**src/sv/tcf_pkg.sv**
```systemverilog
package tcf_pkg;

	// CORDIC iteration count and arctangent table length
	localparam int CORDIC_STEPS = 16;
	localparam int TABLE_LEN    = 24;
	localparam int USED_STEPS   = (CORDIC_STEPS > TABLE_LEN) ? TABLE_LEN : CORDIC_STEPS;
	localparam int STEP_W       = $clog2(TABLE_LEN + 1);

	// CORDIC datapath widths (x/y in Q4.12 << 8, angle in 1/65536 degree)
	localparam int XY_W  = 28;
	localparam int ANG_W = 28;
	localparam logic signed [ANG_W-1:0] HALF_TURN  = 28'sd11796480;
	localparam logic signed [ANG_W-1:0] ROUND_HALF = 28'sd128;
	localparam logic signed [ANG_W-1:0] TILT_MAX   = 28'sd46080;

	// square root widths
	localparam int SQ_W   = 48;
	localparam int ROOT_W = 24;

	// blend arithmetic
	localparam int FUSED_LIMIT = 92160;
	localparam int US_SCALE    = 62500;
	localparam int PROD_W      = 63;
	localparam int DEN_W       = 41;
	localparam int QUO_W       = 21;
	localparam int MUL_STEPS   = 24;
	localparam int CNT_W       = 5;

	// configuration register indexes
	localparam logic [0:0] REG_TAU    = 1'b0;
	localparam logic [0:0] REG_MAX_DT = 1'b1;

	typedef logic signed [17:0] fused_t;
	typedef logic signed [16:0] tilt_t;

	typedef struct packed {
		fused_t             prev;
		logic signed [15:0] rate;
		tilt_t              tilt;
		logic [19:0]        dt;
		logic [23:0]        tau;
	} blend_req_t;

	// atan(2^-i) in 1/65536 degree
	function automatic logic signed [ANG_W-1:0] arc_of(input logic [STEP_W-1:0] i);
		logic signed [ANG_W-1:0] a;
		case (i)
			STEP_W'(0):  a = ANG_W'(2949120);
			STEP_W'(1):  a = ANG_W'(1740967);
			STEP_W'(2):  a = ANG_W'(919879);
			STEP_W'(3):  a = ANG_W'(466945);
			STEP_W'(4):  a = ANG_W'(234379);
			STEP_W'(5):  a = ANG_W'(117304);
			STEP_W'(6):  a = ANG_W'(58666);
			STEP_W'(7):  a = ANG_W'(29335);
			STEP_W'(8):  a = ANG_W'(14668);
			STEP_W'(9):  a = ANG_W'(7334);
			STEP_W'(10): a = ANG_W'(3667);
			STEP_W'(11): a = ANG_W'(1833);
			STEP_W'(12): a = ANG_W'(917);
			STEP_W'(13): a = ANG_W'(458);
			STEP_W'(14): a = ANG_W'(229);
			STEP_W'(15): a = ANG_W'(115);
			STEP_W'(16): a = ANG_W'(57);
			STEP_W'(17): a = ANG_W'(29);
			STEP_W'(18): a = ANG_W'(14);
			STEP_W'(19): a = ANG_W'(7);
			STEP_W'(20): a = ANG_W'(4);
			STEP_W'(21): a = ANG_W'(2);
			STEP_W'(22): a = ANG_W'(1);
			default:     a = '0;
		endcase
		return a;
	endfunction

endpackage

```
**src/sv/tcf_cordic.sv**
```systemverilog
module tcf_cordic (
	input  logic                            clk,
	input  logic                            arst_n,
	input  logic                            start,
	input  logic signed [tcf_pkg::XY_W-1:0] y_in,
	input  logic signed [tcf_pkg::XY_W-1:0] x_in,
	output tcf_pkg::tilt_t                  angle,
	output logic                            done
);
	import tcf_pkg::*;

	logic signed [XY_W-1:0]  x_q;
	logic signed [XY_W-1:0]  y_q;
	logic signed [ANG_W-1:0] z_q;
	logic [STEP_W-1:0]       step_q;
	logic                    busy_q;
	logic                    fin_q;
	logic                    zero_q;
	logic                    done_q;
	tilt_t                   angle_q;

	logic signed [XY_W-1:0]  dx;
	logic signed [XY_W-1:0]  dy;
	logic signed [ANG_W-1:0] z_rnd;
	logic signed [ANG_W-1:0] z_sat;

	assign dx    = y_q >>> step_q;
	assign dy    = x_q >>> step_q;
	assign z_rnd = (z_q + ROUND_HALF) >>> 8;

	// final rounding and clamp to half a turn
	always_comb begin
		if (z_rnd > TILT_MAX)
			z_sat = TILT_MAX;
		else if (z_rnd < -TILT_MAX)
			z_sat = -TILT_MAX;
		else
			z_sat = z_rnd;
	end

	// vectoring iterations, one micro-rotation a cycle
	always_ff @(posedge clk or negedge arst_n) begin
		if (!arst_n) begin
			busy_q  <= 1'b0;
			fin_q   <= 1'b0;
			done_q  <= 1'b0;
			zero_q  <= 1'b0;
			step_q  <= '0;
			x_q     <= '0;
			y_q     <= '0;
			z_q     <= '0;
			angle_q <= '0;
		end else begin
			done_q <= !start && !busy_q && fin_q;
			fin_q  <= !start && busy_q && (step_q == STEP_W'(USED_STEPS - 1));
			if (start) begin
				busy_q <= 1'b1;
				step_q <= '0;
				zero_q <= (x_in == '0) && (y_in == '0);
				// left half plane: rotate by half a turn first
				if (x_in < 0) begin
					x_q <= -x_in;
					y_q <= -y_in;
					z_q <= (y_in >= 0) ? HALF_TURN : -HALF_TURN;
				end else begin
					x_q <= x_in;
					y_q <= y_in;
					z_q <= '0;
				end
			end else if (busy_q) begin
				if (y_q >= 0) begin
					x_q <= x_q + dx;
					y_q <= y_q - dy;
					z_q <= z_q + arc_of(step_q);
				end else begin
					x_q <= x_q - dx;
					y_q <= y_q + dy;
					z_q <= z_q - arc_of(step_q);
				end
				step_q <= step_q + STEP_W'(1);
				if (step_q == STEP_W'(USED_STEPS - 1))
					busy_q <= 1'b0;
			end else if (fin_q) begin
				angle_q <= zero_q ? '0 : z_sat[16:0];
			end
		end
	end

	assign angle = angle_q;
	assign done  = done_q;

endmodule

```
**config.mk**
```make
export PLATFORM = sky130hd
export DESIGN_NAME = tcf_cordic
export DESIGN_NICKNAME = d
export VERILOG_FILES = /design/src/sv/tcf_pkg.sv /design/src/sv/tcf_cordic.sv
export SDC_FILE = /design/constraint.sdc
export NUM_CORES = 1
export LEC_CHECK = 0
export BUFFER_PORTS_ARGS = -buffer_cell sky130_fd_sc_hd__buf_2
export CAP_MARGIN = 10
export CELL_PAD_IN_SITES_DETAIL_PLACEMENT = 1
export CELL_PAD_IN_SITES_GLOBAL_PLACEMENT = 1
export CORE_UTILIZATION = 36
export CTS_CLUSTER_DIAMETER = 60
export CTS_CLUSTER_SIZE = 20
export DETAILED_ROUTE_END_ITERATION = 8
export PLACE_DENSITY_LB_ADDON = 0.1
export SYNTH_ARGS = -nofsm -noshare
export SYNTH_HDL_FRONTEND = slang
export SYNTH_SLANG_ARGS = --single-unit
```
**constraint.sdc**
```tcl
create_clock -name clk -period 10.1 [get_ports clk]
set_clock_uncertainty 0.2 [all_clocks]
set_input_delay 0 -clock clk [delete_from_list [all_inputs] [get_ports clk]]
set_output_delay 0 -clock clk [all_outputs]
set_load 0.05 [all_outputs]
```
==> out/qor.csv <==
stage,metric,value,unit
outcome,outcome,completed,
power,irDropWorstVdd,0.182,mV
synth,synth_cell_type_count,100,
layout,area_growth,11.7,%
worst_setup_path,crit_fanout,57,
synth,syn_area,0.0165,mm²
worst_setup_path,worstPathRequired,10230,ps
worst_setup_path,crit_end,x_q[27],
floorplan,die_w,216,µm
worst_setup_path,cp-startpoint,step_q[1],
layout,n_antenna_cell,0,
job,cap_violations,0,
global_routing,grt_use_total,0.275,
floorplan,die_h,216,µm
detailed_routing,met1Wirelength,28500,µm
power,power.density,396,mW/mm²
cts,cts.sinks,110,
synth,ys.flop_type,dfrtp_1,
sta,period_needed,7360,ps
layout,fill_cells,5380,
detailed_routing,drc_errors,0,
sta,tightest_slew,1080,ps
synth,synth.net_count,2197,
cts,cts_buffers,9,
cts,path_clk_slew,100,ps
detailed_routing,via_per_inst,6.19,
placed_design,port_buffers,76,
layout,drive_above_1_share,0.115,
synth,yosysTopAreaCell,dfrtp_1,
detailed_routing,wl_met3,2810,µm
sta,max_slew_margin,0.273,
worst_setup_path,worstPathArrival,7480,ps
sta,setup_viol,0,
floorplan,dieArea,0.0466,mm²
global_routing,grt_pass1_wl,100000,µm
cts,cts_buffer_depth,2,
power,p_leak,7.66,nW
synth,seq_area_frac_synth,0.167,
global_routing,overflow,0,
cts,cts_setup_buffers,0,
worst_setup_path,rrSetupSlack,2740,ps
synth,synth.avg_cell_area,8.11,µm²
sta,finalCritPeriodShare,0.728,
placed_design,gp_congestion,0.930,
global_routing,grt_antenna_before_repair,0,
worst_setup_path,reg2regPathDepth,20,
synth,synth_edf_count,0,
worst_setup_path,end_kind,flop,
worst_setup_path,rr_startpoint,step_q[1],
placed_design,dpl.hpwl,48100,µm
worst_setup_path,cp-start-kind,flop,
global_routing,grt_max_degree,76,
cts,clk_latency,420,ps
layout,final_util,0.411,
floorplan,start_util,0.368,
worst_setup_path,r2r_end,x_q[27],
global_routing,grt_pass1_vias,16800,
detailed_routing,drtPass1Iterations,5,
synth,ys_seq_elements,110,
cts,root_buffer,clkbuf_16,
sta,max_freq,136,MHz
sta,worst_slack,2740,ps
synth,yosys_warnings,0,
sta,fin_tns_setup,0,ps
cts,cts_tree,done,
floorplan,core,0.0447,mm²
synth,synthArstFlopShare,1.00,
synth,synthTopCellsByArea,"dfrtp_1, ha_1, mux4_2, xnor2_1, mux2i_1",
detailed_routing,wl_per_cell,23.7,µm
sta,grt_setup_unrepaired,false,
synth,synth.top_cells.by_count,"nand2_1, o21ai_0, a21oi_1",
detailed_routing,topRoutingLayerUsed,met4,
detailed_routing,drt-total-wl,64200,µm
synth,yosysMostFrequentCell,nand2_1,
synth,synthCells,2029,
layout,final_nets,2276,
detailed_routing,wl_met2,31100,µm
detailed_routing,drt_iter0_markers,1119,
floorplan,ios,77,
sta,slew_violations,0,
detailed_routing,ant_nets,0,
detailed_routing,vias,16700,
synth,netlist.area_leader.share,0.167,
floorplan,rows,77,
hold_path,hp-class,in -> async,
sta,hold_viol_final,0,
placed_design,post-place-ws,2840,ps
cts,cts.htree.levels,3,
worst_setup_path,critPathKind,reg -> reg,
## power breakdown
group	total, mW	switching [mW]	internal [mW]
registers	1.07	0.448	0.619
logic	5.82	3.24	2.58
clock network	0.403	0.226	0.177
total	7.29	3.91	3.38
## worst max-delay path, cell delays in order (launching register included)
cell and delay (ps):
dfrtp_4 950, buf_4 740, mux4_2 500, a21oi_1 400
o21ai_0 280, nor4b_1 530, nand2_1 230, or4_1 670
nor4_1 320, mux2_1 360, o22ai_1 160, ha_1 330
and3_1 200, and3_1 210, and4_1 200, a31oi_1 190
nand3_1 110, o211ai_1 130, xor2_1 210, nor2_1 70
a311oi_1 230
## registers in the layout, summed over array words and instances, names as in the netlist
signal  flops
busy_q      1
zero_q      1
step_q      5
z_q        28
fin_q       1
y_q        28
x_q        28
done        1
angle      17
## cell usage in the layout (no fill, tap or decap), drive strengths merged, types with 17 or more instances in the layout
cell type,synthesis,routed
xor2,72,72
o22ai,25,25
buf,56,103
nand3,41,41
o211ai,18,18
xnor2,121,121
dfrtp,110,110
nand2,196,196
o31ai,41,41
a22oi,29,29
or3,19,19
inv,60,64
nor3,33,33
a21oi,147,147
mux4,51,51
nor2,143,143
ha,106,106
dlygate4sd3,0,85
nor4,18,18
and3,17,17
mux2i,94,94
nand2b,32,32
mux2,36,36
o21a,27,27
a211oi,26,26
o21ai,155,155
nor2b,24,24
or4,18,18
a21o,34,34
## worst min-delay path by stage
| stage | slack [ps] | from | endpoint | depth (start not counted) |
|---|---|---|---|---|
| 2_1_floorplan | -500 | arst_n | angle[0] | 0 |
| 3_3_place_gp | -40 | arst_n | done | 1 |
| 3_5_place_dp | -40 | arst_n | done | 1 |
| 4_1_cts | 50 | arst_n | step_q[0] | 2 |
| 5_1_grt | 100 | arst_n | done | 2 |
| 6_report | 20 | arst_n | done | 2 |
## metal layers
metal,global-route usage,vias up
met4,0.0816,0
met1,0.355,8479
met2,0.470,419
met3,0.0409,90
met5,0,-
li1,-,7750
## layout make-up
class | count | area (µm²) | area share
multi-input combinational | 1736 | 12900 | 0.702
sequential | 110 | 2770 | 0.151
timing repair buffer | 188 | 1440 | 0.0782
tap | 592 | 741 | 0.0403
inverter | 63 | 236 | 0.0129
clock buffer | 9 | 225 | 0.0122
clock inverter | 7 | 73.8 | 0.00401
## per-stage QoR
step	cells	power, mW	area [µm²]	hold WS (ps)
final	2705	7.29	18400	24.5
after global routing	2705	7.99	18400	97.7
after CTS	2705	7.28	18400	47.6
after detailed placement	2604	6.78	17200	-35.1
after global placement	2604	6.68	17200	-41.9
after floorplan	2029	5.33	16500	-496
## timing repair
action	in CTS	in global routing
hold buffers	85	0
resized for setup	0	0
hold endpoints to repair	124	0
## cell families after synthesis
logic type | count (synthesis) | synth area share
adders and majority gates | 109 | 0.0842
DFF | 110 | 0.167
buffers and inverters | 183 | 0.0487
AOI/OAI and AO/OA | 649 | 0.262
xor gates and xnor gates | 193 | 0.103
muxes | 181 | 0.153
and+or+nand+nor | 604 | 0.182
No activity file was read; power rests on OpenSTA's default activity.
