[src/sv/tcf_pkg.sv]
package tcf_pkg;

	// CORDIC iteration count and arctangent table length
	localparam int CORDIC_STEPS = 16;
	localparam int TABLE_LEN    = 24;
	localparam int USED_STEPS   = (CORDIC_STEPS > TABLE_LEN) ? TABLE_LEN : CORDIC_STEPS;
	localparam int STEP_W       = $clog2(TABLE_LEN + 1);

	// CORDIC datapath widths (x/y in Q4.12 << 8, angle in 1/65536 degree)
	localparam int XY_W  = 28;
	localparam int ANG_W = 28;
	localparam logic signed [ANG_W-1:0] HALF_TURN  = 28'sd11796480;
	localparam logic signed [ANG_W-1:0] ROUND_HALF = 28'sd128;
	localparam logic signed [ANG_W-1:0] TILT_MAX   = 28'sd46080;

	// square root widths
	localparam int SQ_W   = 48;
	localparam int ROOT_W = 24;

	// blend arithmetic
	localparam int FUSED_LIMIT = 92160;
	localparam int US_SCALE    = 62500;
	localparam int PROD_W      = 63;
	localparam int DEN_W       = 41;
	localparam int QUO_W       = 21;
	localparam int MUL_STEPS   = 24;
	localparam int CNT_W       = 5;

	// configuration register indexes
	localparam logic [0:0] REG_TAU    = 1'b0;
	localparam logic [0:0] REG_MAX_DT = 1'b1;

	typedef logic signed [17:0] fused_t;
	typedef logic signed [16:0] tilt_t;

	typedef struct packed {
		fused_t             prev;
		logic signed [15:0] rate;
		tilt_t              tilt;
		logic [19:0]        dt;
		logic [23:0]        tau;
	} blend_req_t;

	// atan(2^-i) in 1/65536 degree
	function automatic logic signed [ANG_W-1:0] arc_of(input logic [STEP_W-1:0] i);
		logic signed [ANG_W-1:0] a;
		case (i)
			STEP_W'(0):  a = ANG_W'(2949120);
			STEP_W'(1):  a = ANG_W'(1740967);
			STEP_W'(2):  a = ANG_W'(919879);
			STEP_W'(3):  a = ANG_W'(466945);
			STEP_W'(4):  a = ANG_W'(234379);
			STEP_W'(5):  a = ANG_W'(117304);
			STEP_W'(6):  a = ANG_W'(58666);
			STEP_W'(7):  a = ANG_W'(29335);
			STEP_W'(8):  a = ANG_W'(14668);
			STEP_W'(9):  a = ANG_W'(7334);
			STEP_W'(10): a = ANG_W'(3667);
			STEP_W'(11): a = ANG_W'(1833);
			STEP_W'(12): a = ANG_W'(917);
			STEP_W'(13): a = ANG_W'(458);
			STEP_W'(14): a = ANG_W'(229);
			STEP_W'(15): a = ANG_W'(115);
			STEP_W'(16): a = ANG_W'(57);
			STEP_W'(17): a = ANG_W'(29);
			STEP_W'(18): a = ANG_W'(14);
			STEP_W'(19): a = ANG_W'(7);
			STEP_W'(20): a = ANG_W'(4);
			STEP_W'(21): a = ANG_W'(2);
			STEP_W'(22): a = ANG_W'(1);
			default:     a = '0;
		endcase
		return a;
	endfunction

endpackage

[src/sv/tcf_blend.sv]
module tcf_blend (
	input  logic                clk,
	input  logic                arst_n,
	input  logic                start,
	input  tcf_pkg::blend_req_t req,
	output tcf_pkg::fused_t     q,
	output logic                done
);
	import tcf_pkg::*;

	localparam logic [2:0] B_IDLE = 3'd0;
	localparam logic [2:0] B_PREP = 3'd1;
	localparam logic [2:0] B_MUL  = 3'd2;
	localparam logic [2:0] B_MAG  = 3'd3;
	localparam logic [2:0] B_DIV  = 3'd4;
	localparam logic [2:0] B_END  = 3'd5;

	localparam logic signed [17:0]      SCALE_S = 18'sd62500;
	localparam logic [15:0]             SCALE_U = 16'(US_SCALE);
	localparam logic signed [QUO_W:0]   Q_MAX   = (QUO_W + 1)'(FUSED_LIMIT);

	logic [2:0]               state_q;
	blend_req_t               req_q;
	logic signed [PROD_W-1:0] s_q;
	logic signed [PROD_W-1:0] t_q;
	logic signed [PROD_W-1:0] acc_q;
	logic [DEN_W-1:0]         den_q;
	logic [23:0]              tau_sh_q;
	logic [19:0]              dt_sh_q;
	logic [CNT_W-1:0]         cnt_q;
	logic                     neg_q;
	logic [PROD_W-1:0]        rem_q;
	logic [PROD_W-1:0]        dsh_q;
	logic [QUO_W-1:0]         quo_q;
	fused_t                   q_q;
	logic                     done_q;

	logic signed [PROD_W-1:0] s_v;
	logic signed [PROD_W-1:0] t_v;
	logic [DEN_W-1:0]         den_v;
	logic signed [PROD_W-1:0] add_s;
	logic signed [PROD_W-1:0] add_t;
	logic [PROD_W-1:0]        mag_v;
	logic signed [QUO_W:0]    qs_v;
	logic signed [QUO_W:0]    qc_v;

	// small products that feed the serial multiply
	assign s_v   = req_q.prev * SCALE_S + req_q.rate * $signed({1'b0, req_q.dt});
	assign t_v   = req_q.tilt * SCALE_S;
	assign den_v = ({1'b0, req_q.tau} + {5'b0, req_q.dt}) * SCALE_U;

	assign add_s = tau_sh_q[0] ? s_q : '0;
	assign add_t = dt_sh_q[0]  ? t_q : '0;

	// magnitude plus half divisor, for round half away from zero
	assign mag_v = (acc_q[PROD_W-1] ? PROD_W'(-acc_q) : PROD_W'(acc_q))
		+ PROD_W'(den_q >> 1);

	assign qs_v = neg_q ? -$signed({1'b0, quo_q}) : $signed({1'b0, quo_q});

	always_comb begin
		if (qs_v > Q_MAX)
			qc_v = Q_MAX;
		else if (qs_v < -Q_MAX)
			qc_v = -Q_MAX;
		else
			qc_v = qs_v;
	end

	// sequencer: prepare, shift-add multiply, restoring divide
	always_ff @(posedge clk or negedge arst_n) begin
		if (!arst_n) begin
			state_q  <= B_IDLE;
			done_q   <= 1'b0;
			cnt_q    <= '0;
			req_q    <= '0;
			s_q      <= '0;
			t_q      <= '0;
			acc_q    <= '0;
			den_q    <= '0;
			tau_sh_q <= '0;
			dt_sh_q  <= '0;
			neg_q    <= 1'b0;
			rem_q    <= '0;
			dsh_q    <= '0;
			quo_q    <= '0;
			q_q      <= '0;
		end else begin
			done_q <= (state_q == B_END);
			case (state_q)
				B_IDLE: begin
					if (start) begin
						req_q   <= req;
						state_q <= B_PREP;
					end
				end
				B_PREP: begin
					s_q      <= s_v;
					t_q      <= t_v;
					den_q    <= den_v;
					tau_sh_q <= req_q.tau;
					dt_sh_q  <= req_q.dt;
					acc_q    <= '0;
					cnt_q    <= '0;
					state_q  <= B_MUL;
				end
				B_MUL: begin
					acc_q    <= acc_q + add_s + add_t;
					s_q      <= s_q <<< 1;
					t_q      <= t_q <<< 1;
					tau_sh_q <= tau_sh_q >> 1;
					dt_sh_q  <= dt_sh_q >> 1;
					cnt_q    <= cnt_q + CNT_W'(1);
					if (cnt_q == CNT_W'(MUL_STEPS - 1))
						state_q <= B_MAG;
				end
				B_MAG: begin
					neg_q   <= acc_q[PROD_W-1];
					rem_q   <= mag_v;
					dsh_q   <= PROD_W'(den_q) << (QUO_W - 1);
					quo_q   <= '0;
					cnt_q   <= '0;
					state_q <= B_DIV;
				end
				B_DIV: begin
					if (rem_q >= dsh_q) begin
						rem_q <= rem_q - dsh_q;
						quo_q <= {quo_q[QUO_W-2:0], 1'b1};
					end else begin
						quo_q <= {quo_q[QUO_W-2:0], 1'b0};
					end
					dsh_q <= dsh_q >> 1;
					cnt_q <= cnt_q + CNT_W'(1);
					if (cnt_q == CNT_W'(QUO_W - 1))
						state_q <= B_END;
				end
				B_END: begin
					q_q     <= qc_v[17:0];
					state_q <= B_IDLE;
				end
				default: state_q <= B_IDLE;
			endcase
		end
	end

	assign q    = q_q;
	assign done = done_q;

endmodule

[config.mk]
export PLATFORM = sky130hd
export DESIGN_NAME = tcf_blend
export DESIGN_NICKNAME = d
export VERILOG_FILES = /design/src/sv/tcf_pkg.sv /design/src/sv/tcf_blend.sv
export SDC_FILE = /design/constraint.sdc
export NUM_CORES = 2
export LEC_CHECK = 0
export ABC_AREA = 1
export BUFFER_PORTS_ARGS = -buffer_cell sky130_fd_sc_hd__buf_2
export CORE_UTILIZATION = 55
export CTS_BUF_LIST = sky130_fd_sc_hd__clkbuf_16
export DETAILED_ROUTE_END_ITERATION = 8
export GPL_ROUTABILITY_DRIVEN = 1
export PLACE_DENSITY = 0.85
export SLEW_MARGIN = 20
export SYNTH_ARGS = -nofsm -noshare
export SYNTH_HDL_FRONTEND = slang
export SYNTH_SLANG_ARGS = --single-unit
[constraint.sdc]
create_clock -name clk -period 7.6 [get_ports clk]
set_input_delay 0.76 -clock clk [delete_from_list [all_inputs] [get_ports clk]]
set_output_delay 0.76 -clock clk [all_outputs]
set_load 0.02 [all_outputs]
==> results.sh <==
export IMPL_status="finished, violations left"
export IMPL_violations="negative setup slack"
export IMPL_first_pass_iters=8
export IMPL_hp_class="in2async"
export IMPL_ys_ff_latch=538
export IMPL_tightest_slew_ns=1.06
export IMPL_cts_max_level=3
export IMPL_grt_pass1_wl_um=334000
export IMPL_initial_core_util_pct=55.8
export IMPL_maxSlewViolCount=0
export IMPL_avgSynthCellArea_um2=7.53
export IMPL_min_period_ns=7.99
export IMPL_die_w_um=349
export IMPL_via_count=60351
export IMPL_nets=10417
export IMPL_placed_area_um2=69700
export IMPL_crit_path_top_delay_cell="fa_1"
export IMPL_postSynthNetCount=10191
export IMPL_ant_nets=0
export IMPL_synth_area_um2=66100
export IMPL_dieArea_um2=122000
export IMPL_grt_pass1_vias=61163
export IMPL_drc=0
export IMPL_finalCritPeriodShare_pct=105
export IMPL_antenna_found_initial=2
export IMPL_final_setup_skew_ns=0.0390
export IMPL_grt_use_total_pct=35.1
export IMPL_yosysWarnings=0
export IMPL_grt_ovfl_total=0
export IMPL_grt_start_max_net_pins=156
export IMPL_yosys_area_top_type_share_pct=20.4
export IMPL_synth_area_leaders="dfrtp_1 (20%), fa_1 (18%), ha_1 (14%)"
export IMPL_grt_setup_unrepaired="yes"
export IMPL_synth_top_area_cell="dfrtp_1"
export IMPL_drtIter0Drc=5426
export IMPL_via_per_inst=5.67
export IMPL_cts_root_buf="clkbuf_16"
export IMPL_row_count=126
export IMPL_utilization_pct=62.2
export IMPL_ys_seq_area_share_pct=20.4
export IMPL_fp_dieH_um=349
export IMPL_ys_flop_type="dfrtp_1"
export IMPL_dp_hpwl_um=170000
export IMPL_syn_inst=8776
export IMPL_maxCapViolations=0
export IMPL_cp_top_family="adder cells"
export IMPL_fin_tns_setup_ns=-10.25
export IMPL_cts_made_buffers=68
export IMPL_layout_commonest_cell="inv_1"
export IMPL_buffer_ports_inserted=116
export IMPL_start_kind="flop"
export IMPL_clock_path_buffers=3
export IMPL_setup_viol=39
export IMPL_area_growth_pct=11.6
export IMPL_io_pins=117
export IMPL_antenna_cells=0
export IMPL_cpPeakStageDelay_ns=0.55
export IMPL_final_layout_size_suffix_gt1_share_pct=10.3
export IMPL_clk_latency_ns=0.70
export IMPL_required_ns=8.20
export IMPL_cts_sink_count=538
export IMPL_hold_viol=0
export IMPL_endpoint_kind="flop"
export IMPL_fill_cells=10225
export IMPL_relSlewSlack_pct=28.7
export IMPL_core_um2=119000
export IMPL_path_common_cell="fa_1"
export IMPL_stdcell_area_um2=73800
export IMPL_wire_per_inst_um=19.9
export IMPL_fmax_mhz=125
export IMPL_cts_tree="done"
export IMPL_ys_types=61
export IMPL_synth_edf_count=0
export IMPL_place_congestion=1.02
export IMPL_setup_ws_ns=-0.385
export IMPL_clkTransAtPathRegs_ns=0.06
export IMPL_worstPathArrival_ns=8.59
export IMPL_crit_type="reg2reg"
export IMPL_drt_total_wl_um=212000
export IMPL_ys_async_sr_fraction_pct=100
export IMPL_cp_num_buf_inv=6
export IMPL_most_common_layout_cells="inv_1 (1768), nand2_1 (1766), nor2_1 (710)"
export IMPL_crit_fanout=7
-- sequential cells by signal (all words and copies together) (netlist names), 20 cells and up --
signal    count
tau_sh_q     24
dt_sh_q      20
quo_q        21
rem_q        63
dsh_q        61
acc_q        63
req_q        95
den_q        39
t_q          61
s_q          63
-- layout make-up --
cell class | count | area [um^2] | share of cell area [%]
repair buffers | 398 | 2910 | 3.94
clock inverters | 51 | 487 | 0.660
well taps | 1600 | 2000 | 2.71
inverters | 1811 | 6800 | 9.22
clock buffers | 70 | 1750 | 2.37
flip-flops and latches | 538 | 13500 | 18.3
multi-input cells | 6185 | 46400 | 62.8
-- Yosys cell counts, types with 43 or more instances --
cell type,number
o22ai_1,130
a31oi_1,85
dfrtp_1,538
nand4_1,45
clkbuf_1,203
a21oi_1,553
o221ai_1,57
o21bai_1,48
ha_1,714
nand3_1,288
nand2_1,1823
xnor2_1,76
nor3_1,43
mux2_2,43
xor2_1,145
fa_1,603
o211ai_1,82
inv_1,1796
o21ai_0,422
nor2_1,731
-- per-stage QoR --
stage                     hold slack, ns  worst slack [ns]  instances
after floorplan                    0.448           0.00528       8776
after global placement             0.459            -0.455      10479
after detailed placement           0.463            -0.527      10479
after CTS                          0.186            -0.193      10627
after global routing               0.218            -0.650      10653
final                              0.133            -0.385      10653
-- repair_timing --
item	in CTS	in global routing
hold buffers	0	0
gates resized for setup	129	198
setup endpoints to repair	48	52
cloned	3	0
pin swaps	143	116
buffers inserted	24	32
-- logic make-up after synthesis --
| family | count (synthesis) | synth area share, % |
|---|---|---|
| and+or+nand+nor | 3075 | 19.0 |
| AOI/OAI and AO/OA | 1528 | 13.3 |
| adders and majority gates | 1317 | 31.8 |
| DFF | 538 | 20.4 |
| xor gates and xnor gates | 222 | 2.97 |
| muxes | 43 | 0.732 |
| buffers and inverters | 2053 | 11.8 |
-- worst paths after layout --
| path | start | end | slack (ns) | cells after the start |
|---|---|---|---|---|
| setup / recovery | req_q[81] | s_q[43] | -0.39 | 31 |
| hold / removal | arst_n | rem_q[11] | 0.13 | 1 |
| setup reg to reg | req_q[81] | s_q[43] | -0.39 | 31 |
| hold reg to reg | q[0] | q[0] | 0.48 | 2 |
| max in group asynchronous | arst_n | req_q[51] | 5.89 | 2 |
| min in group clk | req[58] | req_q[58] | 0.30 | 2 |
-- metal layers --
metal | vias up | part of all wire (%) | routed length, um | global-route usage [%]
met5 | - | 0 | 0 | 0
met4 | 0 | 5.9 | 12600 | 17.6
met3 | 574 | 6.4 | 13600 | 4.52
met2 | 2349 | 48 | 101000 | 59.3
met1 | 29115 | 40 | 85000 | 44.2
li1 | 28313 | - | - | -
Power is not shown: default switching activity piles up to over one toggle a cycle in this logic, so the estimate is an artifact.
