--- src/sv/tcf_pkg.sv ---
package tcf_pkg;

	// CORDIC iteration count and arctangent table length
	localparam int CORDIC_STEPS = 16;
	localparam int TABLE_LEN    = 24;
	localparam int USED_STEPS   = (CORDIC_STEPS > TABLE_LEN) ? TABLE_LEN : CORDIC_STEPS;
	localparam int STEP_W       = $clog2(TABLE_LEN + 1);

	// CORDIC datapath widths (x/y in Q4.12 << 8, angle in 1/65536 degree)
	localparam int XY_W  = 28;
	localparam int ANG_W = 28;
	localparam logic signed [ANG_W-1:0] HALF_TURN  = 28'sd11796480;
	localparam logic signed [ANG_W-1:0] ROUND_HALF = 28'sd128;
	localparam logic signed [ANG_W-1:0] TILT_MAX   = 28'sd46080;

	// square root widths
	localparam int SQ_W   = 48;
	localparam int ROOT_W = 24;

	// blend arithmetic
	localparam int FUSED_LIMIT = 92160;
	localparam int US_SCALE    = 62500;
	localparam int PROD_W      = 63;
	localparam int DEN_W       = 41;
	localparam int QUO_W       = 21;
	localparam int MUL_STEPS   = 24;
	localparam int CNT_W       = 5;

	// configuration register indexes
	localparam logic [0:0] REG_TAU    = 1'b0;
	localparam logic [0:0] REG_MAX_DT = 1'b1;

	typedef logic signed [17:0] fused_t;
	typedef logic signed [16:0] tilt_t;

	typedef struct packed {
		fused_t             prev;
		logic signed [15:0] rate;
		tilt_t              tilt;
		logic [19:0]        dt;
		logic [23:0]        tau;
	} blend_req_t;

	// atan(2^-i) in 1/65536 degree
	function automatic logic signed [ANG_W-1:0] arc_of(input logic [STEP_W-1:0] i);
		logic signed [ANG_W-1:0] a;
		case (i)
			STEP_W'(0):  a = ANG_W'(2949120);
			STEP_W'(1):  a = ANG_W'(1740967);
			STEP_W'(2):  a = ANG_W'(919879);
			STEP_W'(3):  a = ANG_W'(466945);
			STEP_W'(4):  a = ANG_W'(234379);
			STEP_W'(5):  a = ANG_W'(117304);
			STEP_W'(6):  a = ANG_W'(58666);
			STEP_W'(7):  a = ANG_W'(29335);
			STEP_W'(8):  a = ANG_W'(14668);
			STEP_W'(9):  a = ANG_W'(7334);
			STEP_W'(10): a = ANG_W'(3667);
			STEP_W'(11): a = ANG_W'(1833);
			STEP_W'(12): a = ANG_W'(917);
			STEP_W'(13): a = ANG_W'(458);
			STEP_W'(14): a = ANG_W'(229);
			STEP_W'(15): a = ANG_W'(115);
			STEP_W'(16): a = ANG_W'(57);
			STEP_W'(17): a = ANG_W'(29);
			STEP_W'(18): a = ANG_W'(14);
			STEP_W'(19): a = ANG_W'(7);
			STEP_W'(20): a = ANG_W'(4);
			STEP_W'(21): a = ANG_W'(2);
			STEP_W'(22): a = ANG_W'(1);
			default:     a = '0;
		endcase
		return a;
	endfunction

endpackage

--- src/sv/tcf_isqrt.sv ---
module tcf_isqrt (
	input  logic                       clk,
	input  logic                       arst_n,
	input  logic                       start,
	input  logic [tcf_pkg::SQ_W-1:0]   n_in,
	output logic [tcf_pkg::ROOT_W-1:0] root,
	output logic                       done
);
	import tcf_pkg::*;

	logic [SQ_W-1:0] rem_q;
	logic [SQ_W-1:0] res_q;
	logic [SQ_W-1:0] bit_q;
	logic            busy_q;
	logic            done_q;
	logic [SQ_W-1:0] trial;

	assign trial = res_q + bit_q;

	// digit-by-digit root, two radicand bits a cycle
	always_ff @(posedge clk or negedge arst_n) begin
		if (!arst_n) begin
			busy_q <= 1'b0;
			done_q <= 1'b0;
			rem_q  <= '0;
			res_q  <= '0;
			bit_q  <= '0;
		end else begin
			done_q <= !start && busy_q && (bit_q == SQ_W'(1));
			if (start) begin
				busy_q <= 1'b1;
				rem_q  <= n_in;
				res_q  <= '0;
				bit_q  <= SQ_W'(1) << (SQ_W - 2);
			end else if (busy_q) begin
				if (rem_q >= trial) begin
					rem_q <= rem_q - trial;
					res_q <= (res_q >> 1) + bit_q;
				end else begin
					res_q <= res_q >> 1;
				end
				bit_q <= bit_q >> 2;
				if (bit_q == SQ_W'(1))
					busy_q <= 1'b0;
			end
		end
	end

	assign root = res_q[ROOT_W-1:0];
	assign done = done_q;

endmodule

--- config.mk ---
export PLATFORM = sky130hd
export DESIGN_NAME = tcf_isqrt
export DESIGN_NICKNAME = d
export VERILOG_FILES = /design/src/sv/tcf_pkg.sv /design/src/sv/tcf_isqrt.sv
export SDC_FILE = /design/constraint.sdc
export NUM_CORES = 1
export LEC_CHECK = 0
export ABC_AREA = 1
export BUFFER_PORTS_ARGS = -buffer_cell sky130_fd_sc_hd__buf_2
export CAP_MARGIN = 20
export CORE_ASPECT_RATIO = 2
export CORE_MARGIN = 2
export CORE_UTILIZATION = 60
export DETAILED_ROUTE_END_ITERATION = 6
export GPL_ROUTABILITY_DRIVEN = 1
export PLACE_DENSITY = 0.79
export SYNTH_ARGS = -nofsm -noshare
export SYNTH_HDL_FRONTEND = slang
export SYNTH_SLANG_ARGS = --single-unit
--- constraint.sdc ---
create_clock -name clk -period 4 [get_ports clk]
set_input_delay 0.6 -clock clk [delete_from_list [all_inputs] [get_ports clk]]
set_output_delay 0.6 -clock clk [all_outputs]
set_load 0.02 [all_outputs]
==> metrics.md, run 1 <==
| Metric | Value |
|---|---|
| Fail Step | `5_1_grt` |
| Status | `aborted with a tool error` |
| DP Wirelength | `51.38 mm` |
| GRT Residual Overflow | `25` |
| Most common flop cell mapped by yosys | `dfrtp_1` |
| I/O Pins | `76` |
| Avg Cell Area, Syn | `5.718 um2` |
| Clock sink count | `122` |
| Largest area contributor in the netlist | `nand2_1` |
| Cells after Synth | `2659` |
| Horiz. Die Dim | `116.6 um` |
| Mapped cell area | `0.01520 mm2` |
| Run Error | `[ERROR GRT-0232] Routing congestion too high. Check the congestion heatmap in the GUI.` |
| Placer congestion estimate | `1.060` |
| Yosys warns | `0` |
| Clock Path Buffers | `2` |
| Asr flop ratio synth | `1.000` |
| Yosys top cell area share | `0.2397` |
| Synth top area cells | `nand2_1, dfrtp_1, inv_1, ha_1, nand3_1` |
| Library cells used by synthesis | `48` |
| Post-place setup slack | `-0.2566 ns` |
| # port buffers | `75` |
| Sequential-to-total area share from yosys stat | `0.2008` |
| Total track usage | `0.6247` |
| Initial Util | `0.6073` |
| Post-synthesis register bit count | `122` |
| H-tree depth | `4` |
| Root Buffer Master | `clkbuf_16` |
| Syn nets | `2809` |
| Die Height | `229.1 um` |
| Num CTS Buffers | `17` |
| Site Rows | `82` |
| Number of synthesized flops with an enable pin | `0` |
| Largest net degree at the start of global routing | `123` |
## kinds of logic after synthesis
group	after synthesis	synth area share
flops	122	0.2008
fa+ha+maj	99	0.08197
simple gates	1564	0.4307
compound gates	290	0.1050
xor+xnor	73	0.04205
buf+inv	511	0.1395
## timing repair
| action | 4_1_cts |
|---|---|
| cloned | 1 |
| gates resized for setup | 61 |
| pin swaps | 9 |
| hold buffers | 0 |
| setup endpoints to repair | 96 |
| buffers inserted | 5 |
## synth_stat cells (all sizes together), types with 5 or more instances
cell type	n
nor3	27
nand3	249
buf	47
o21ai	133
xnor2	37
nand4	33
and2	6
o21a	5
clkbuf	22
nand2	977
ha	98
o21bai	15
a21oi	94
nand3b	16
nor2	238
inv	439
o22ai	25
dfrtp	122
xor2	36
nor4	12
a21o	7
or2	6
## stage by stage
step	instances	hold WS [ns]	instance area (um2)	utilization
after global placement	3183	0.4654	17000	0.6790
after CTS	3221	0.2902	17870	0.7138
after detailed placement	3183	0.4694	17000	0.6790
after floorplan	2659	0.3044	15200	-
## routing by layer
metal,overflow,GRT usage
met5,0,0.02941
met2,18,0.8861
met1,0,0.6011
met3,0,0.3334
met4,7,0.6640
==> run 2, diff against run 1 <==
--- a/config.mk
+++ b/config.mk
@@ -8,12 +8,11 @@
 export ABC_AREA = 1
 export BUFFER_PORTS_ARGS = -buffer_cell sky130_fd_sc_hd__buf_2
 export CAP_MARGIN = 20
-export CORE_ASPECT_RATIO = 2
 export CORE_MARGIN = 2
-export CORE_UTILIZATION = 60
+export CORE_UTILIZATION = 40
 export DETAILED_ROUTE_END_ITERATION = 6
 export GPL_ROUTABILITY_DRIVEN = 1
-export PLACE_DENSITY = 0.79
+export PLACE_DENSITY_LB_ADDON = 0.15
 export SYNTH_ARGS = -nofsm -noshare
 export SYNTH_HDL_FRONTEND = slang
 export SYNTH_SLANG_ARGS = --single-unit
==> metrics.md, run 2 <==
| Metric | Value |
|---|---|
| Total wire length | `64.60 mm` |
| CP peak stage delay | `0.41 ns` |
| Share of cells above drive strength 1 | `0.2217` |
| GRT Residual Overflow | `0` |
| Fin. Hold Viols | `0` |
| Syn nets | `2809 (unchanged)` |
| DP Wirelength | `52.58 mm (+2.3%)` |
| Mapped cell area | `0.01520 mm2 (unchanged)` |
| Most frequent cell after synthesis | `nand2_1` |
| Via density | `5.166` |
| Asr flop ratio synth | `1.000 (unchanged)` |
| Vias in the first global route | `17620` |
| Crit path DAT | `4.25 ns` |
| Initial Util | `0.4046 (-0.2027)` |
| Fin crit share | `0.9795` |
| Die Height | `199.0 um (-13%)` |
| Fmax | `0.2552 GHz` |
| Yosys top cell area share | `0.2397 (unchanged)` |
| Worst hold-check path type | `in2async` |
| Wirelength per Cell | `18.33 um` |
| Clock Path Buffers | `2 (unchanged)` |
| Max_cap viols | `0` |
| Post-place setup slack | `-0.3108 ns (-0.05423 ns)` |
| Leading cell types by count after synthesis | `nand2_1, inv_1, nand3_1, nor2_1, dfrtp_1` |
| Area growth from synthesis to layout | `32.71%` |
| CTS clk-pin slew, worst paths | `0.07 ns` |
| I/O Pins | `76 (unchanged)` |
| Core area | `0.03758 mm2` |
| Site Rows | `71 (-13%)` |
| Number of synthesized flops with an enable pin | `0 (unchanged)` |
| Setup crit end kind | `flop` |
| Vias | `18200` |
| Placer congestion estimate | `0.9956 (-6.1%)` |
| Synth top area cells | `nand2_1, dfrtp_1, inv_1, ha_1, nand3_1` |
| Most common flop cell mapped by yosys | `dfrtp_1` |
| Largest regs | `rem_q (48), res_q (48), bit_q (24)` |
| Power Density | `693.1 mW/mm2` |
| # port buffers | `75 (unchanged)` |
| Die area | `0.03958 mm2` |
| Library cells used by synthesis | `48 (unchanged)` |
| RSZ-0062 raised after global routing | `yes` |
| Maximum vdd drop | `462.9 uV` |
| Sequential-to-total area share from yosys stat | `0.2008 (unchanged)` |
| Post-synthesis register bit count | `122 (unchanged)` |
| First-pass GRT wire length | `96.66 mm` |
| Clock sink count | `122 (unchanged)` |
| Max-slew violation count | `0` |
| Relative slew slack | `0.3316` |
| Largest area contributor in the netlist | `nand2_1` |
| Avg Cell Area, Syn | `5.718 um2 (unchanged)` |
| Nets | `3150` |
| Critical-path top delay cell | `dfrtp_1` |
| Final hold slack | `0.07273 ns` |
| Startpoint Class | `flop` |
| TritonCTS clock tree | `done` |
| Worst Path Max Fanout | `5` |
| Root Buffer Master | `clkbuf_16` |
| Total track usage | `0.3240` |
| Horiz. Die Dim | `199.0 um (+71%)` |
| DR DRC count | `0` |
| Fill cells | `3803` |
| Post-layout min period | `3.918 ns` |
| CP Data Required Time | `4.33 ns` |
| Setup-failing EPs final | `0` |
| H-tree depth | `4 (unchanged)` |
| Final worst-path setup slack | `0.08214 ns` |
| Layout Skew | `0.01491 ns` |
| Tightest Pin Transition | `0.9965 ns` |
| ANT nets after route | `0` |
| Area of the multi-input gates | `0.01122 mm2` |
| Post-CTS Hold Fix Bufs | `0 (unchanged)` |
| Commonest cells after routing, fill and taps aside | `nand2_1, inv_1, buf_4` |
| Largest net degree at the start of global routing | `87` |
| Cells after Synth | `2659 (unchanged)` |
| Clock latency on the worst-skew pair | `0.44 ns` |
| Status | `complete, no violations` |
| Pwr Total | `13980 uW` |
| Yosys warns | `0 (unchanged)` |
| Register area | `0.003055 mm2` |
| Crit Path Class | `reg2reg` |
| Initial drt markers | `1330` |
| Lkg Pwr | `0.01029 uW` |
| Pre-antenna DRT Iters | `5` |
| Diode count | `0` |
| Commonest non-fill, non-tap cell in the layout | `nand2_1` |
| Num CTS Buffers | `17 (unchanged)` |
| Initial antenna violation count | `0` |
-- run 2: cell counts after synthesis --
No cell type changed its count.
-- run 2: metrics by stage --
step | utilization | instances | TNS, ns | instance area [um2]
final | 0.5369 | 3524 | 0 | 20180
after global routing | 0.5369 | 3524 | -5.056 | 20180
after CTS | 0.5003 | 3495 | -0.01026 | 18800
after detailed placement | 0.4780 | 3455 | -14.99 | 17960
after global placement | 0.4780 | 3455 | -9.873 | 17960
after floorplan | - | 2659 | 0 | 15200
-- run 2: cells by family (layout without fill, tap and decap cells) --
family | after synthesis | after routing | share of synthesized area
compound gates | 290 | 290 | 0.1050
xor+xnor | 73 | 73 | 0.04205
fa+ha+maj | 99 | 99 | 0.08197
buf+inv | 511 | 865 | 0.1395
flops | 122 | 122 | 0.2008
simple gates | 1564 | 1564 | 0.4307
-- run 2: area by class of cell --
| type | count | share of cell area |
|---|---|---|
| timing repair buffer | 392 | 0.1482 |
| clock inverter | 14 | 0.007380 |
| sequential | 122 | 0.1514 |
| clock buffer | 18 | 0.02177 |
| tap | 511 | 0.03169 |
| inverter | 441 | 0.08329 |
| multi-input combinational | 2026 | 0.5563 |
-- run 2: path summary, 6_finish.rpt --
path / start / depth (start not counted) / endpoint / slack [ns]
setup / recovery: res_q[22] / 28 / rem_q[24] / 0.08
hold / removal: arst_n / 1 / rem_q[11] / 0.07
setup reg to reg: res_q[22] / 28 / rem_q[24] / 0.08
hold reg to reg: rem_q[42] / 2 / rem_q[42] / 0.48
max in group asynchronous: arst_n / 2 / res_q[34] / 3.07
min in group clk: n_in[41] / 3 / rem_q[41] / 0.38
-- run 2: per-layer routing --
metal  up-vias  global-route usage  wire length, um
met4         0              0.1614             3491
met3       155             0.02119             2351
met2       510              0.5773            31460
met1      8478              0.3944            27290
li1       9061                   -                -
met5         -                   0                0
-- run 2: where the power goes --
| group | internal [uW] | leakage [uW] | switching [uW] |
|---|---|---|---|
| Sequential | 1600 | 0.00158 | 375 |
| Clock | 899 | 0.000285 | 743 |
| Combinational | 4320 | 0.00842 | 6040 |
-- run 2: repair_timing --
item / 4_1_cts / 5_1_grt
cloned: 1 / 2
setup buffers: 7 / 27
pin swaps: 13 / 76
gates resized for setup: 41 / 252
endpoints found under the hold margin: 0 / 0
setup endpoints to repair: 96 / 96
-- run 2: worst max-delay path: cells and delay by family, from the launching register on --
| family | cells | cell delay, ns |
|---|---|---|
| and+or+nand+nor | 14 | 1.41 |
| buffers and inverters | 9 | 1.13 |
| adders and majority gates | 2 | 0.55 |
| DFF | 1 | 0.41 |
| AOI/OAI and AO/OA | 2 | 0.22 |
| xor gates and xnor gates | 1 | 0.08 |
No activity file was read; power rests on OpenSTA's default activity.
